**config.mk**
```make
export PLATFORM = sky130hd
export DESIGN_NAME = prtz_cell
export DESIGN_NICKNAME = d
export VERILOG_FILES = /design/src/rtl/prtz_pkg.sv /design/src/rtl/prtz_cell.sv
export SDC_FILE = /design/constraint.sdc
export NUM_CORES = 1
export LEC_CHECK = 0
export BUFFER_PORTS_ARGS = -buffer_cell sky130_fd_sc_hd__buf_4
export CAP_MARGIN = 5
export CORE_AREA = 5 5 222 224
export CTS_BUF_LIST = sky130_fd_sc_hd__clkbuf_16
export DETAILED_ROUTE_END_ITERATION = 16
export DIE_AREA = 0 0 227 229
export PLACE_DENSITY_LB_ADDON = 0.25
export SYNTH_ARGS = -nofsm -noshare
export SYNTH_HDL_FRONTEND = slang
export SYNTH_SLANG_ARGS = --single-unit
export TNS_END_PERCENT = 1
```
**constraint.sdc**
```tcl
create_clock -name clk -period 1.67 [get_ports clk]
set_input_delay 0.167 -clock clk [delete_from_list [all_inputs] [get_ports clk]]
set_output_delay 0.167 -clock clk [all_outputs]
set_load 0.05 [all_outputs]
```
**src/rtl/prtz_pkg.sv**
```systemverilog
package prtz_pkg;

	// fixed-point formats
	localparam int FRAC_BITS = 16;
	localparam int CORDIC_STAGES_DEF = 20;
	localparam int COORD_W = 32;
	localparam int ANG_W = 26;

	// angle reduction, degrees with FRAC_BITS fraction bits
	localparam int RED_W = 28;
	localparam int U_W = 25;
	localparam int MAG_W = 23;
	localparam int QUARTER_TURN = 90 << FRAC_BITS;
	localparam int HALF_TURN = 180 << FRAC_BITS;
	localparam int FULL_TURN = 360 << FRAC_BITS;

	// degrees to radians (pi/180 * 2^32) and Q30 conversion
	localparam int DEG2RAD_W = 27;
	localparam logic [DEG2RAD_W-1:0] DEG2RAD_Q32 = 27'd74961321;
	localparam int PROD_W = MAG_W + DEG2RAD_W;
	localparam int RAD_SHIFT = FRAC_BITS + 2;

	// cordic datapath
	localparam int XY_W = 32;
	localparam int Z_W = 33;
	localparam int ATAN_W = 31;
	localparam logic signed [XY_W-1:0] CORDIC_GAIN_Q30 = 32'sd652032874;
	localparam int Q30_SHIFT = 30;

	// coordinates that travel alongside the angle
	typedef struct packed {
		logic signed [COORD_W-1:0] px;
		logic signed [COORD_W-1:0] py;
		logic signed [COORD_W-1:0] pz;
		logic signed [COORD_W-1:0] dx;
		logic signed [COORD_W-1:0] dy;
		logic signed [COORD_W-1:0] dz;
	} side_t;

	// per-stage control between pipeline parts
	typedef struct packed {
		logic valid;
		logic flip;
	} ctl_t;

	// atan(2^-i) in Q30
	function automatic logic [ATAN_W-1:0] atan_q30(input int idx);
		logic [ATAN_W-1:0] v;
		unique case (idx)
			0: v = 31'd843314856;
			1: v = 31'd497837829;
			2: v = 31'd263043836;
			3: v = 31'd133525158;
			4: v = 31'd67021686;
			5: v = 31'd33543515;
			6: v = 31'd16775850;
			7: v = 31'd8388437;
			8: v = 31'd4194282;
			9: v = 31'd2097149;
			10: v = 31'd1048575;
			11: v = 31'd524287;
			12: v = 31'd262143;
			13: v = 31'd131071;
			14: v = 31'd65535;
			15: v = 31'd32767;
			16: v = 31'd16383;
			17: v = 31'd8191;
			18: v = 31'd4095;
			19: v = 31'd2047;
			20: v = 31'd1023;
			21: v = 31'd511;
			22: v = 31'd255;
			23: v = 31'd127;
			24: v = 31'd63;
			25: v = 31'd31;
			26: v = 31'd15;
			27: v = 31'd7;
			28: v = 31'd3;
			29: v = 31'd1;
			default: v = '0;
		endcase
		return v;
	endfunction

endpackage

```
**src/rtl/prtz_cell.sv**
```systemverilog
module prtz_cell #(
	parameter int STAGE = 0
) (
	input  logic clk,
	input  logic arst_n,
	input  logic en,
	input  prtz_pkg::ctl_t prev_ctl,
	input  logic signed [prtz_pkg::XY_W-1:0] prev_x,
	input  logic signed [prtz_pkg::XY_W-1:0] prev_y,
	input  logic signed [prtz_pkg::Z_W-1:0] prev_z,
	input  prtz_pkg::side_t prev_side,
	output prtz_pkg::ctl_t next_ctl,
	output logic signed [prtz_pkg::XY_W-1:0] next_x,
	output logic signed [prtz_pkg::XY_W-1:0] next_y,
	output logic signed [prtz_pkg::Z_W-1:0] next_z,
	output prtz_pkg::side_t next_side
);
	import prtz_pkg::*;

	logic signed [XY_W-1:0] xs;
	logic signed [XY_W-1:0] ys;
	logic signed [Z_W-1:0] step;
	logic valid_q;
	logic flip_q;
	logic signed [XY_W-1:0] x_q;
	logic signed [XY_W-1:0] y_q;
	logic signed [Z_W-1:0] z_q;
	side_t side_q;

	// shifted terms and this stage's arctangent
	assign xs = prev_x >>> STAGE;
	assign ys = prev_y >>> STAGE;
	assign step = Z_W'(atan_q30(STAGE));

	always_ff @(posedge clk or negedge arst_n) begin
		if (!arst_n) begin
			valid_q <= 1'b0;
		end else if (en) begin
			valid_q <= prev_ctl.valid;
		end
	end

	// one micro-rotation, direction from the residual angle
	always_ff @(posedge clk) begin
		if (en) begin
			if (prev_z >= 0) begin
				x_q <= prev_x - ys;
				y_q <= prev_y + xs;
				z_q <= prev_z - step;
			end else begin
				x_q <= prev_x + ys;
				y_q <= prev_y - xs;
				z_q <= prev_z + step;
			end
			flip_q <= prev_ctl.flip;
			side_q <= prev_side;
		end
	end

	assign next_ctl.valid = valid_q;
	assign next_ctl.flip = flip_q;
	assign next_x = x_q;
	assign next_y = y_q;
	assign next_z = z_q;
	assign next_side = side_q;

endmodule

```
==> results.md <==
* Status: finished with violations
* Failing checks: setup timing
* Detailed-route DRC error count at 0
* CP arrival at 2380 ps
* Hold Vio Cnt, Final at 0
* Share of flip-flops with an asynchronous set or reset at 0.00345
* Post-synth cell types at 77
* Die height at 229 um
* Max Cap Viol at 0
* Root buffer cell: clkbuf_16
* Via/cell ratio at 4.91
* Top Layer Used: met5
* Tightest Hold Check Type: input pin to async pin
* RSZ-0062 raised after global routing: true
* Post-place setup slack at -1240 ps
* Worst path required time at 1950 ps
* Setup CP Type: input pin to register
* Vias at 15700
* R2r setup slk at 930 ps
* Core area at 47100 um^2
* Placement Cell Area at 24000 um^2
* DR WL met2 at 37300 um
* Post-Syn Nets at 1773
* Area Overhead vs Synth at 78.3%
* Port buffer count at 584
* Initial antenna violation count at 22
* Core Util, Final at 0.597
* Layout cells sized above 1 at 0.482
* Share of the synthesized area in the top cell type at 0.550
* ANT nets after route at 0
* Worst rel slew slack at 0.542
* Pins Over Slew Limit at 0
* DRT Wirelength at 70800 um
* Inserted Clock Buffers at 34
* Number of synthesis warnings at 0
* Final Critical Period at 2110 ps
* Final Worst Setup Slack at -439 ps
* Number of global-route vias before repair at 16400
* Seq/Total Area, Yosys at 0.552
* Final setup fails at 60
* Initial Util at 0.335
* Iteration-0 DRC Markers at 863
* DP HPWL at 57200 um
* Skew-Pair Late Insertion Delay at 510 ps
* Max frequency at 0.474 GHz
* Design area at 28100 um^2
* LEAKAGE at 0.0125 uW
* Startpoint Class: input pin
* Row count at 80
* Setup crit end kind: register
* Net count reported at finish at 2965
* Avg Cell Area, Syn at 11.7 um^2
* Actual transition at the worst max-transition pin at 688 ps
* CTS tree: done
* Seq cells post-synth at 290
* Most frequent cells in the layout: 993 x buf_4, 289 x edfxtp_1, 198 x dlygate4sd3_1, 103 x a21oi_1, 99 x ha_1
* Number of synthesized flops with an enable pin at 289
* Routed wl met3 at 4420 um
* Die W at 227 um
* Synthesized area at 15800 um^2
* H-tree depth at 2
* Clock transition at the registers of the reported paths at 60 ps
* Setup tns final at -16840 ps
* Final Cycle Share at 1.26
* VDD IR-drop max at 0.00101 V
* Critical Path Fanout Max at 5
* Tot GR Track Use at 0.257
* Ys flop type: edfxtp_1
* CTS Buffer Depth at 3
* Clock sink total at 290
* M1 wire length at 26800 um
* Drt pass-1 iters at 5
* Commonest non-fill, non-tap cell in the layout: buf_4
* Gp weighted congestion at 0.961
* Synth top area cells: edfxtp_1 55%, ha_1 10%, a21oi_1 4.1%
* Synth area leader: edfxtp_1
* Clock Skew at 0 ps
* Pwr dens at 938 nW/um^2
* First-pass GRT wire length at 102000 um
* Routed WL per cell at 22.1 um
* Ports at 585
* Largest net degree at the start of global routing at 62
* Die ar. at 52000 um^2
* Synth Instances at 1347
* Total gr overflow at 0
* Hold_ws at 40.8 ps
metrics by stage:
step	cells	total power, uW
global route	3196	27400
detailed placement	2907	18400
finish	3197	26400
CTS	3172	26500
global placement	2907	18400
floorplan	1347	14300
worst paths after layout:
path | startpoint | cells after the start | endpoint
setup / recovery | prev_x[1] | 12 | next_x[31]
hold / removal | arst_n | 2 | valid_q
setup reg to reg | valid_q | 1 | valid_q
hold reg to reg | valid_q | 1 | valid_q
max in group asynchronous | arst_n | 2 | valid_q
min in group clk | prev_z[3] | 3 | next_z[3]
synth_stat cells (21+ instances only):
| library cell | number |
|---|---|
| xnor2_1 | 64 |
| clkbuf_1 | 26 |
| a21o_1 | 33 |
| nand3_1 | 21 |
| a21oi_1 | 129 |
| inv_1 | 96 |
| edfxtp_1 | 289 |
| ha_1 | 129 |
| nand2_1 | 61 |
| o21bai_1 | 24 |
| o21ai_0 | 66 |
| nor2_1 | 90 |
timing repair:
action	CTS	global route
resized for setup	168	40
setup endpoints to repair	67	66
hold buffers	198	0
pin swaps	62	22
hold endpoints to repair	198	0
buffers inserted	9	4
gates cloned	0	0
final cells by class:
class                           count  area (um^2)
Antenna cell                       21         52.6
Clock buffer                       35          876
Clock inverter                     23          163
Fill cell                        3947        19000
Inverter                          102          388
Multi-Input combinational cell    898         7420
Sequential cell                   290         8700
Tap cell                          615          769
Timing Repair Buffer             1213         9760
cells by family (layout without fill, tap and decap cells):
kind of cell,count (synthesis),in the layout,share of synthesized area
AND/OR/NAND/NOR,276,276,0.0842
AO/OA/AOI/OAI,395,395,0.164
adder cells (fa/ha/maj),132,132,0.106
buffers and inverters,159,1373,0.0405
XOR/XNOR,84,84,0.0466
flip-flops,290,290,0.552
multiplexers,11,11,0.00714
other,0,21,0
worst max-delay path, cell delays in order:
cell and delay [ps]:
buf_8 90, inv_2 40, ha_4 280, nor2b_2 50
o311a_1 390, a31o_4 280, a211oi_4 250, buf_6 170
a21oi_2 70, a311o_1 320, a32oi_2 190, xnor2_1 90
power by group:
part / switching, uW / internal, uW / total, uW
logic: 5990 / 3970 / 9970
registers: 319 / 8990 / 9310
clock network: 3010 / 4110 / 7110
registers in the layout (all words and copies together) (netlist names):
signal     count
next_side    192
next_x        32
next_y        31
valid_q        1
next_z        33
flip_q         1
metal layers:
layer	track usage	vias to the layer above
li1	-	7378
met1	0.298	7755
met2	0.471	473
met3	0.0515	96
met4	0.0865	4
met5	0	-
No activity file was read; power rests on OpenSTA's default activity.
