[config.mk]
export PLATFORM = sky130hd
export DESIGN_NAME = prtz_angle
export DESIGN_NICKNAME = d
export VERILOG_FILES = /design/src/rtl/prtz_pkg.sv /design/src/rtl/prtz_angle.sv
export SDC_FILE = /design/constraint.sdc
export NUM_CORES = 1
export LEC_CHECK = 0
export BUFFER_PORTS_ARGS = -buffer_cell sky130_fd_sc_hd__buf_2
export CAP_MARGIN = 0
export CORE_MARGIN = 2
export CORE_UTILIZATION = 25
export CTS_BUF_LIST = sky130_fd_sc_hd__clkbuf_4
export CTS_CLUSTER_DIAMETER = 80
export DETAILED_ROUTE_END_ITERATION = 16
export PLACE_DENSITY = 0.49
export SYNTH_ARGS = -nofsm -noshare
export SYNTH_HDL_FRONTEND = slang
export SYNTH_SLANG_ARGS = --single-unit
[constraint.sdc]
create_clock -name clk -period 21.2 [get_ports clk]
set_clock_uncertainty 0.2 [all_clocks]
set_input_delay 2.12 -clock clk [delete_from_list [all_inputs] [get_ports clk]]
set_output_delay 2.12 -clock clk [all_outputs]
set_load 0.01 [all_outputs]
[src/rtl/prtz_pkg.sv]
package prtz_pkg;

	// fixed-point formats
	localparam int FRAC_BITS = 16;
	localparam int CORDIC_STAGES_DEF = 20;
	localparam int COORD_W = 32;
	localparam int ANG_W = 26;

	// angle reduction, degrees with FRAC_BITS fraction bits
	localparam int RED_W = 28;
	localparam int U_W = 25;
	localparam int MAG_W = 23;
	localparam int QUARTER_TURN = 90 << FRAC_BITS;
	localparam int HALF_TURN = 180 << FRAC_BITS;
	localparam int FULL_TURN = 360 << FRAC_BITS;

	// degrees to radians (pi/180 * 2^32) and Q30 conversion
	localparam int DEG2RAD_W = 27;
	localparam logic [DEG2RAD_W-1:0] DEG2RAD_Q32 = 27'd74961321;
	localparam int PROD_W = MAG_W + DEG2RAD_W;
	localparam int RAD_SHIFT = FRAC_BITS + 2;

	// cordic datapath
	localparam int XY_W = 32;
	localparam int Z_W = 33;
	localparam int ATAN_W = 31;
	localparam logic signed [XY_W-1:0] CORDIC_GAIN_Q30 = 32'sd652032874;
	localparam int Q30_SHIFT = 30;

	// coordinates that travel alongside the angle
	typedef struct packed {
		logic signed [COORD_W-1:0] px;
		logic signed [COORD_W-1:0] py;
		logic signed [COORD_W-1:0] pz;
		logic signed [COORD_W-1:0] dx;
		logic signed [COORD_W-1:0] dy;
		logic signed [COORD_W-1:0] dz;
	} side_t;

	// per-stage control between pipeline parts
	typedef struct packed {
		logic valid;
		logic flip;
	} ctl_t;

	// atan(2^-i) in Q30
	function automatic logic [ATAN_W-1:0] atan_q30(input int idx);
		logic [ATAN_W-1:0] v;
		unique case (idx)
			0: v = 31'd843314856;
			1: v = 31'd497837829;
			2: v = 31'd263043836;
			3: v = 31'd133525158;
			4: v = 31'd67021686;
			5: v = 31'd33543515;
			6: v = 31'd16775850;
			7: v = 31'd8388437;
			8: v = 31'd4194282;
			9: v = 31'd2097149;
			10: v = 31'd1048575;
			11: v = 31'd524287;
			12: v = 31'd262143;
			13: v = 31'd131071;
			14: v = 31'd65535;
			15: v = 31'd32767;
			16: v = 31'd16383;
			17: v = 31'd8191;
			18: v = 31'd4095;
			19: v = 31'd2047;
			20: v = 31'd1023;
			21: v = 31'd511;
			22: v = 31'd255;
			23: v = 31'd127;
			24: v = 31'd63;
			25: v = 31'd31;
			26: v = 31'd15;
			27: v = 31'd7;
			28: v = 31'd3;
			29: v = 31'd1;
			default: v = '0;
		endcase
		return v;
	endfunction

endpackage

[src/rtl/prtz_angle.sv]
module prtz_angle (
	input  logic clk,
	input  logic arst_n,
	input  logic en,
	input  logic src_valid,
	input  logic signed [prtz_pkg::ANG_W-1:0] src_angle,
	input  prtz_pkg::side_t src_side,
	output prtz_pkg::ctl_t dst_ctl,
	output logic signed [prtz_pkg::Z_W-1:0] dst_z,
	output prtz_pkg::side_t dst_side
);
	import prtz_pkg::*;

	localparam logic signed [RED_W-1:0] FULL_R = RED_W'(FULL_TURN);
	localparam logic signed [RED_W-1:0] FULL2_R = RED_W'(2 * FULL_TURN);
	localparam logic signed [RED_W-1:0] HALF_R = RED_W'(HALF_TURN);
	localparam logic signed [RED_W-1:0] QUARTER_R = RED_W'(QUARTER_TURN);
	localparam logic signed [RED_W-1:0] THREE_Q_R = RED_W'(3 * QUARTER_TURN);
	localparam logic [PROD_W-1:0] RAD_ROUND = PROD_W'(1) << (FRAC_BITS + 1);

	logic valid_s1, valid_s2, valid_s3, valid_s4;
	logic flip_s2, flip_s3, flip_s4;
	logic neg_s2, neg_s3;
	logic [U_W-1:0] u_s1;
	logic [MAG_W-1:0] mag_s2;
	logic [PROD_W-1:0] prod_s3;
	logic signed [Z_W-1:0] z_s4;
	side_t side_s1, side_s2, side_s3, side_s4;

	logic signed [RED_W-1:0] a_ext;
	logic signed [RED_W-1:0] u_next;
	logic signed [RED_W-1:0] u_ext;
	logic signed [RED_W-1:0] r_next;
	logic flip_next;
	logic [PROD_W-1:0] rad_sum;
	logic [Z_W-1:0] t_ext;

	// floor modulo one full turn, input is within two turns either way
	assign a_ext = RED_W'(src_angle);
	always_comb begin
		priority if (a_ext >= FULL_R) begin
			u_next = a_ext - FULL_R;
		end else if (a_ext >= 0) begin
			u_next = a_ext;
		end else if (a_ext + FULL_R >= 0) begin
			u_next = a_ext + FULL_R;
		end else begin
			u_next = a_ext + FULL2_R;
		end
	end

	// fold into plus or minus a quarter turn, note the sign flip
	assign u_ext = RED_W'(u_s1);
	always_comb begin
		priority if (u_ext <= QUARTER_R) begin
			r_next = u_ext;
			flip_next = 1'b0;
		end else if (u_ext < THREE_Q_R) begin
			r_next = u_ext - HALF_R;
			flip_next = 1'b1;
		end else begin
			r_next = u_ext - FULL_R;
			flip_next = 1'b0;
		end
	end

	// round half up on the magnitude, then restore sign
	assign rad_sum = prod_s3 + RAD_ROUND;
	assign t_ext = Z_W'(rad_sum[PROD_W-1:RAD_SHIFT]);

	// valid bits
	always_ff @(posedge clk or negedge arst_n) begin
		if (!arst_n) begin
			valid_s1 <= 1'b0;
			valid_s2 <= 1'b0;
			valid_s3 <= 1'b0;
			valid_s4 <= 1'b0;
		end else if (en) begin
			valid_s1 <= src_valid;
			valid_s2 <= valid_s1;
			valid_s3 <= valid_s2;
			valid_s4 <= valid_s3;
		end
	end

	// datapath stages
	always_ff @(posedge clk) begin
		if (en) begin
			u_s1 <= u_next[U_W-1:0];
			side_s1 <= src_side;

			neg_s2 <= r_next[RED_W-1];
			mag_s2 <= r_next[RED_W-1] ? MAG_W'(-r_next) : MAG_W'(r_next);
			flip_s2 <= flip_next;
			side_s2 <= side_s1;

			prod_s3 <= PROD_W'(mag_s2) * PROD_W'(DEG2RAD_Q32);
			neg_s3 <= neg_s2;
			flip_s3 <= flip_s2;
			side_s3 <= side_s2;

			z_s4 <= neg_s3 ? -$signed(t_ext) : $signed(t_ext);
			flip_s4 <= flip_s3;
			side_s4 <= side_s3;
		end
	end

	assign dst_ctl.valid = valid_s4;
	assign dst_ctl.flip = flip_s4;
	assign dst_z = z_s4;
	assign dst_side = side_s4;

	// reduced angle stays inside one turn
	a_turn_range: assert property (@(posedge clk) disable iff (!arst_n)
		valid_s1 |-> (RED_W'(u_s1) < FULL_R))
		else $error("reduced angle outside one turn");

	// folded magnitude never exceeds a quarter turn
	a_fold_range: assert property (@(posedge clk) disable iff (!arst_n)
		valid_s2 |-> (RED_W'(mag_s2) <= QUARTER_R))
		else $error("folded angle beyond a quarter turn");

endmodule

==> results of run 1 <==
==> area by class of cell <==
cell class                      count  area [um2]
Antenna cell                       10        25.0
Clock buffer                      345        2590
Clock inverter                     58         353
Fill cell                       16000      111000
Inverter                          380        1430
Multi-Input combinational cell   1074       11500
Sequential cell                   891       26700
Tap cell                         2072        2590
Timing Repair Buffer              456        2340
==> synth_stat cells, drive strengths merged (6+ instances only) <==
library cell,count
edfxtp,887
ha,249
o31ai,15
clkbuf,19
a21oi,60
buf,12
nor2,60
o21ai,51
xnor2,85
or4,6
nor4,10
a31oi,12
nor3,23
nand2,66
o21bai,8
fa,226
and3,14
xor2,37
nand4,15
a211oi,6
a21o,20
o211ai,6
nand3,21
inv,380
==> kinds of logic after synthesis <==
family / count (synthesis) / synth area share (%)
multiplexers: 7 / 0.189
AO/OA/AOI/OAI: 215 / 3.53
AND/OR/NAND/NOR: 255 / 3.35
adder cells (fa/ha/maj): 475 / 19.2
buffers and inverters: 411 / 3.92
XOR/XNOR: 122 / 2.68
flip-flops: 891 / 67.1
==> sequential cells by signal, indices dropped and copies added, names as in the netlist <==
register,cells
valid_s3,1
flip_s2,1
dst_side,192
valid_s2,1
side_s1,192
valid_s4,1
mag_s2,23
valid_s1,1
flip_s3,1
neg_s2,1
side_s2,192
u_s1,25
prod_s3,33
dst_z,33
neg_s3,1
side_s3,192
flip_s4,1
==> worst paths after layout <==
path                                    from           end  slack, ns  cells after the start
worst max-delay path               mag_s2[3]   prod_s3[47]      13.10                     23
worst min-delay path            side_s1[135]  side_s2[135]       0.18                      0
worst max register to register     mag_s2[3]   prod_s3[47]      13.10                     23
worst min register to register  side_s1[135]  side_s2[135]       0.18                      0
max in group asynchronous             arst_n      valid_s1      20.12                      1
min in group asynchronous             arst_n      valid_s2       0.54                      1
==> stage by stage <==
stage | hold slack [ns] | setup slack, ns | instances | util [%] | area [um2]
2_1_floorplan | 0.200 | 13.94 | 2376 | - | 39800
3_3_place_gp | 0.200 | 13.21 | 4873 | 28.2 | 44600
3_5_place_dp | 0.205 | 13.05 | 4873 | 28.2 | 44600
4_1_cts | 0.172 | 13.03 | 5276 | 30.1 | 47600
5_1_grt | 0.181 | 12.69 | 5285 | 30.1 | 47600
6_report | 0.183 | 13.10 | 5286 | 30.1 | 47600
==> layer usage <==
metal	share of wire [%]	track usage (%)
met3	5.0	3.07
met5	0.080	0
met1	42	12.9
met4	2.7	4.31
met2	50	18.7
==> critical path: cells and delay by family (launching register included) <==
family / cells / cell delay (ns)
AOI/OAI and AO/OA: 6 / 1.77
buffers and inverters: 6 / 0.33
DFF: 1 / 0.61
and+or+nand+nor: 3 / 0.99
adders and majority gates: 8 / 4.01
==> results.toml, run 1 <==
[critical_path]
path_class = "flop to flop"
path_common_cell = "fa_1"
start_kind = "flop"
end_kind = "flop"
slowest_stage = "a2111oi_0"
path_max_fanout = 10
critPathMaxStageDelay_ns = 0.85
cp_cell_sequence = "fa_1 > inv_1 > fa_1 > fa_1 > inv_1 > fa_1 > inv_1 > fa_1 > inv_1 > fa_1 > inv_1 > fa_1 > inv_1 > ha_1 > nand3_1 > o221ai_1 > a2111oi_0 > o31ai_1 > nand4b_1 > a31o_2 > a21oi_1 > or4b_2 > o311ai_0"
worst_ep_arrival_time_ns = 8.87
cp.required_ns = 21.98

[synth]
synth_area_um2 = 39800
ys.flop_type = "edfxtp_1"
async_flop_share_pct = 0.449
syn_inst = 2376
yosysTopAreaCell = "edfxtp_1"
ys_seq_area_share_pct = 67.1
yosys.cell_types.count = 72
synth-edff-count = 887
netlist_top_cells_area = "edfxtp_1 (67%), fa_1 (11%), ha_1 (7.8%)"
ys_warn_count = 0
synth.avg_cell_area_um2 = 16.8
synth_nets = 3073
synth_top_area_share_pct = 66.9
ys_seq_elements = 891

[finish]
synthToLayoutAreaGrowth_pct = 19.5
final_nets = 3734
layout_commonest_cell = "edfxtp_1"
layout-drive-gt1-share_pct = 26.7
final_cell_mix = "edfxtp_1 (887), buf_2 (447), inv_1 (379)"

[cts]
cts_setup_buffers = 0
cts_tree = "built"
postCtsHoldBufs = 0
cts_resized = 0
insertion_delay_ns = 1.20
clockBufferDepth = 3
cts_made_buffers = 234
cts_root_buffer = "clkbuf_4"
clkSinkCount = 891
cts.clk_slew.worst_paths_ns = 0.06
h-tree-depth = 4

[floorplanning]
floorplan.initialDensity_pct = 25.2
die_area_um2 = 162000
pin_count = 449
row_count = 146
core-area_um2 = 158000
dieWidth_um = 403
die_h_um = 403

[global_route]
grt_max_degree = 178
grt_pass1_vias = 21800
grt_antenna_before_repair = 40
grt.overflow.total = 0
grt.total_usage_pct = 10.9
grt_pass1_wl_mm = 132

[routing]
viasPerCell = 3.93
wl_per_cell_um = 16.8
dr.pass1.iters = 5
drtIter0Drc = 1109
remaining_drc_errors = 0
vias = 20700
routed_wl_mm = 88.7
antenna_left = 0

[outcome]
status = "finished clean"

[sta]
slew_headroom_pct = 29.4
fmax_ghz = 0.123
rsz0062_at_grt = "false"
post-route-period-util_pct = 38.2
tightestPinTransition_ns = 1.06
slew_viol_final = 0
setup_tns_ns = 0
finalSetupViolCount = 0
period_minus_slack_ns = 8.10
hold_viol = 0

[flow_run]
drv_cap = 0

[placement]
dp_hpwl_mm = 66.1
gp_congestion = 0.809
portBuffers = 448

[hold_path]
hold_path.class = "flop to flop"
Power of run 1 is not shown: default switching activity piles up to over one toggle a cycle in this logic, so the estimate is an artifact.
==> run 2: changes to the inputs <==
Clock period 21.2 ns to 8.4 ns, I/O delays scaled along.
==> run 2 against run 1 <==
Compared with the run above:
- non-clock buffer count increased by 398
- first-iteration DRC count fell by 2.0%
- flip-flop and latch count unchanged
- sequential share of layout area shrank 4.4 points
- clock-buffer cell count rose by 3
- highest routed layer unchanged
- core utilization increased by 2.6 points
- register-to-register slack lost 13 ns
- die area unchanged
- critical path type unchanged
==> results.toml, run 2 (synthesis gave the netlist of run 1 again) <==
[sta]
setup_tns_ns = 0
slew_viol_final = 0
rsz0062_at_grt = "false"
slew_headroom_pct = 24.1
tightestPinTransition_ns = 1.14
finalSetupViolCount = 0
hold_viol = 0
post-route-period-util_pct = 93.4
period_minus_slack_ns = 7.85
hold_slack_ns = 0.174
fmax_ghz = 0.127

[critical_path]
slowest_stage = "fa_1"
critPathMaxStageDelay_ns = 0.67
start_kind = "flop"
worst-path-buf-inv = 7
path_max_fanout = 8
r2r-start = "mag_s2[4]"
crit_family = "adder cells"
cp-startpoint = "mag_s2[4]"
worst_ep_arrival_time_ns = 8.64
path_class = "flop to flop"
end_kind = "flop"
cp.required_ns = 9.19
cp_cell_sequence = "fa_1 > inv_1 > fa_1 > fa_1 > inv_1 > fa_1 > inv_1 > fa_1 > inv_1 > fa_1 > inv_1 > fa_1 > inv_1 > ha_1 > nand3_1 > o221ai_1 > a2111oi_0 > buf_4 > o41ai_1 > a21oi_1 > o21ai_0 > a21oi_1 > o31a_1 > xnor2_1"
path_common_cell = "fa_1"

[cts]
cts_made_buffers = 236
insertion_delay_ns = 1.23
cts_setup_buffers = 0
cts_tree = "built"
cts.clk_slew.worst_paths_ns = 0.07
postCtsHoldBufs = 387
cts_root_buffer = "clkbuf_4"
cts_resized = 0
clkSinkCount = 891
h-tree-depth = 4
clockBufferDepth = 3

[floorplanning]
pin_count = 449
dieWidth_um = 403
floorplan.initialDensity_pct = 25.2
core-area_um2 = 158000
die_area_um2 = 162000
die_h_um = 403
row_count = 146

[routing]
routed_wl_mm = 90.5
drtIter0Drc = 1087
dr.pass1.iters = 6
wl_per_cell_um = 15.9
vias = 22100
antenna_left = 0
remaining_drc_errors = 0
viasPerCell = 3.88

[global_route]
grt_pass1_vias = 23800
grt.overflow.total = 0
grt_pass1_wl_mm = 137
grt_max_degree = 165
grt_antenna_before_repair = 5
grt.total_usage_pct = 11.2

[placement]
gp_congestion = 0.827
portBuffers = 448
dp_hpwl_mm = 66.3

[finish]
final_cell_mix = "edfxtp_1 (887), buf_2 (447), dlygate4sd3_1 (387)"
regArea_um2 = 26700
synthToLayoutAreaGrowth_pct = 29.7
layout-drive-gt1-share_pct = 24.0
nFillCells = 15700
final_nets = 4134
layout_commonest_cell = "edfxtp_1"
multiInputGateArea_um2 = 11500

[hold_path]
hold_path.class = "flop to flop"
worstHoldStart = "side_s2[140]"

[outcome]
status = "finished clean"

[flow_run]
drv_cap = 0
-- run 2: changes by cell type in the layout (fill, tap and decap cells not counted) --
| cell | previous run | this run |
|---|---|---|
| buf_12 | 2 | 3 |
| buf_4 | 6 | 16 |
| bufinv_16 | 2 | 1 |
| clkbuf_4 | 345 | 348 |
| clkinv_1 | 33 | 50 |
| clkinv_2 | 11 | 13 |
| clkinv_4 | 0 | 1 |
| clkinv_8 | 0 | 1 |
| diode_2 | 10 | 8 |
| dlygate4sd3_1 | 0 | 387 |
| inv_12 | 2 | 3 |
| inv_6 | 5 | 4 |
-- run 2: final timing paths --
path	end	slack [ns]	cells past startpoint
worst min register to register	side_s3[140]	0.17	0
worst min-delay path	side_s3[140]	0.17	0
worst max register to register	prod_s3[35]	0.55	24
worst max-delay path	prod_s3[35]	0.55	24
min in group asynchronous	valid_s4	0.33	3
max in group asynchronous	valid_s1	7.50	3
-- run 2: area by class of cell --
type | instances | share of cell area [%]
Inverter | 380 | 2.76
Antenna cell | 8 | 0.0388
Sequential cell | 891 | 51.8
Tap cell | 2072 | 5.02
Multi-Input combinational cell | 1074 | 22.3
Clock buffer | 348 | 5.06
Timing Repair Buffer | 854 | 12.2
Clock inverter | 78 | 0.831
-- run 2: per-layer routing --
metal	track usage, %	wire length [um]	vias up
met3	3.38	4480	174
met5	0	13	-
met4	5.57	3640	2
li1	-	-	10800
met1	12.8	37300	10700
met2	18.8	45000	487
-- run 2: through the flow --
stage	setup WS (ns)	util (%)	std cells	area [um2]
2_1_floorplan	1.14	-	2376	39800
3_3_place_gp	0.515	28.3	4884	44700
3_5_place_dp	0.476	28.3	4884	44700
4_1_cts	0.535	32.6	5697	51600
5_1_grt	0.137	32.6	5704	51600
6_report	0.553	32.6	5705	51600
Power of run 2 is left out for the same reason.
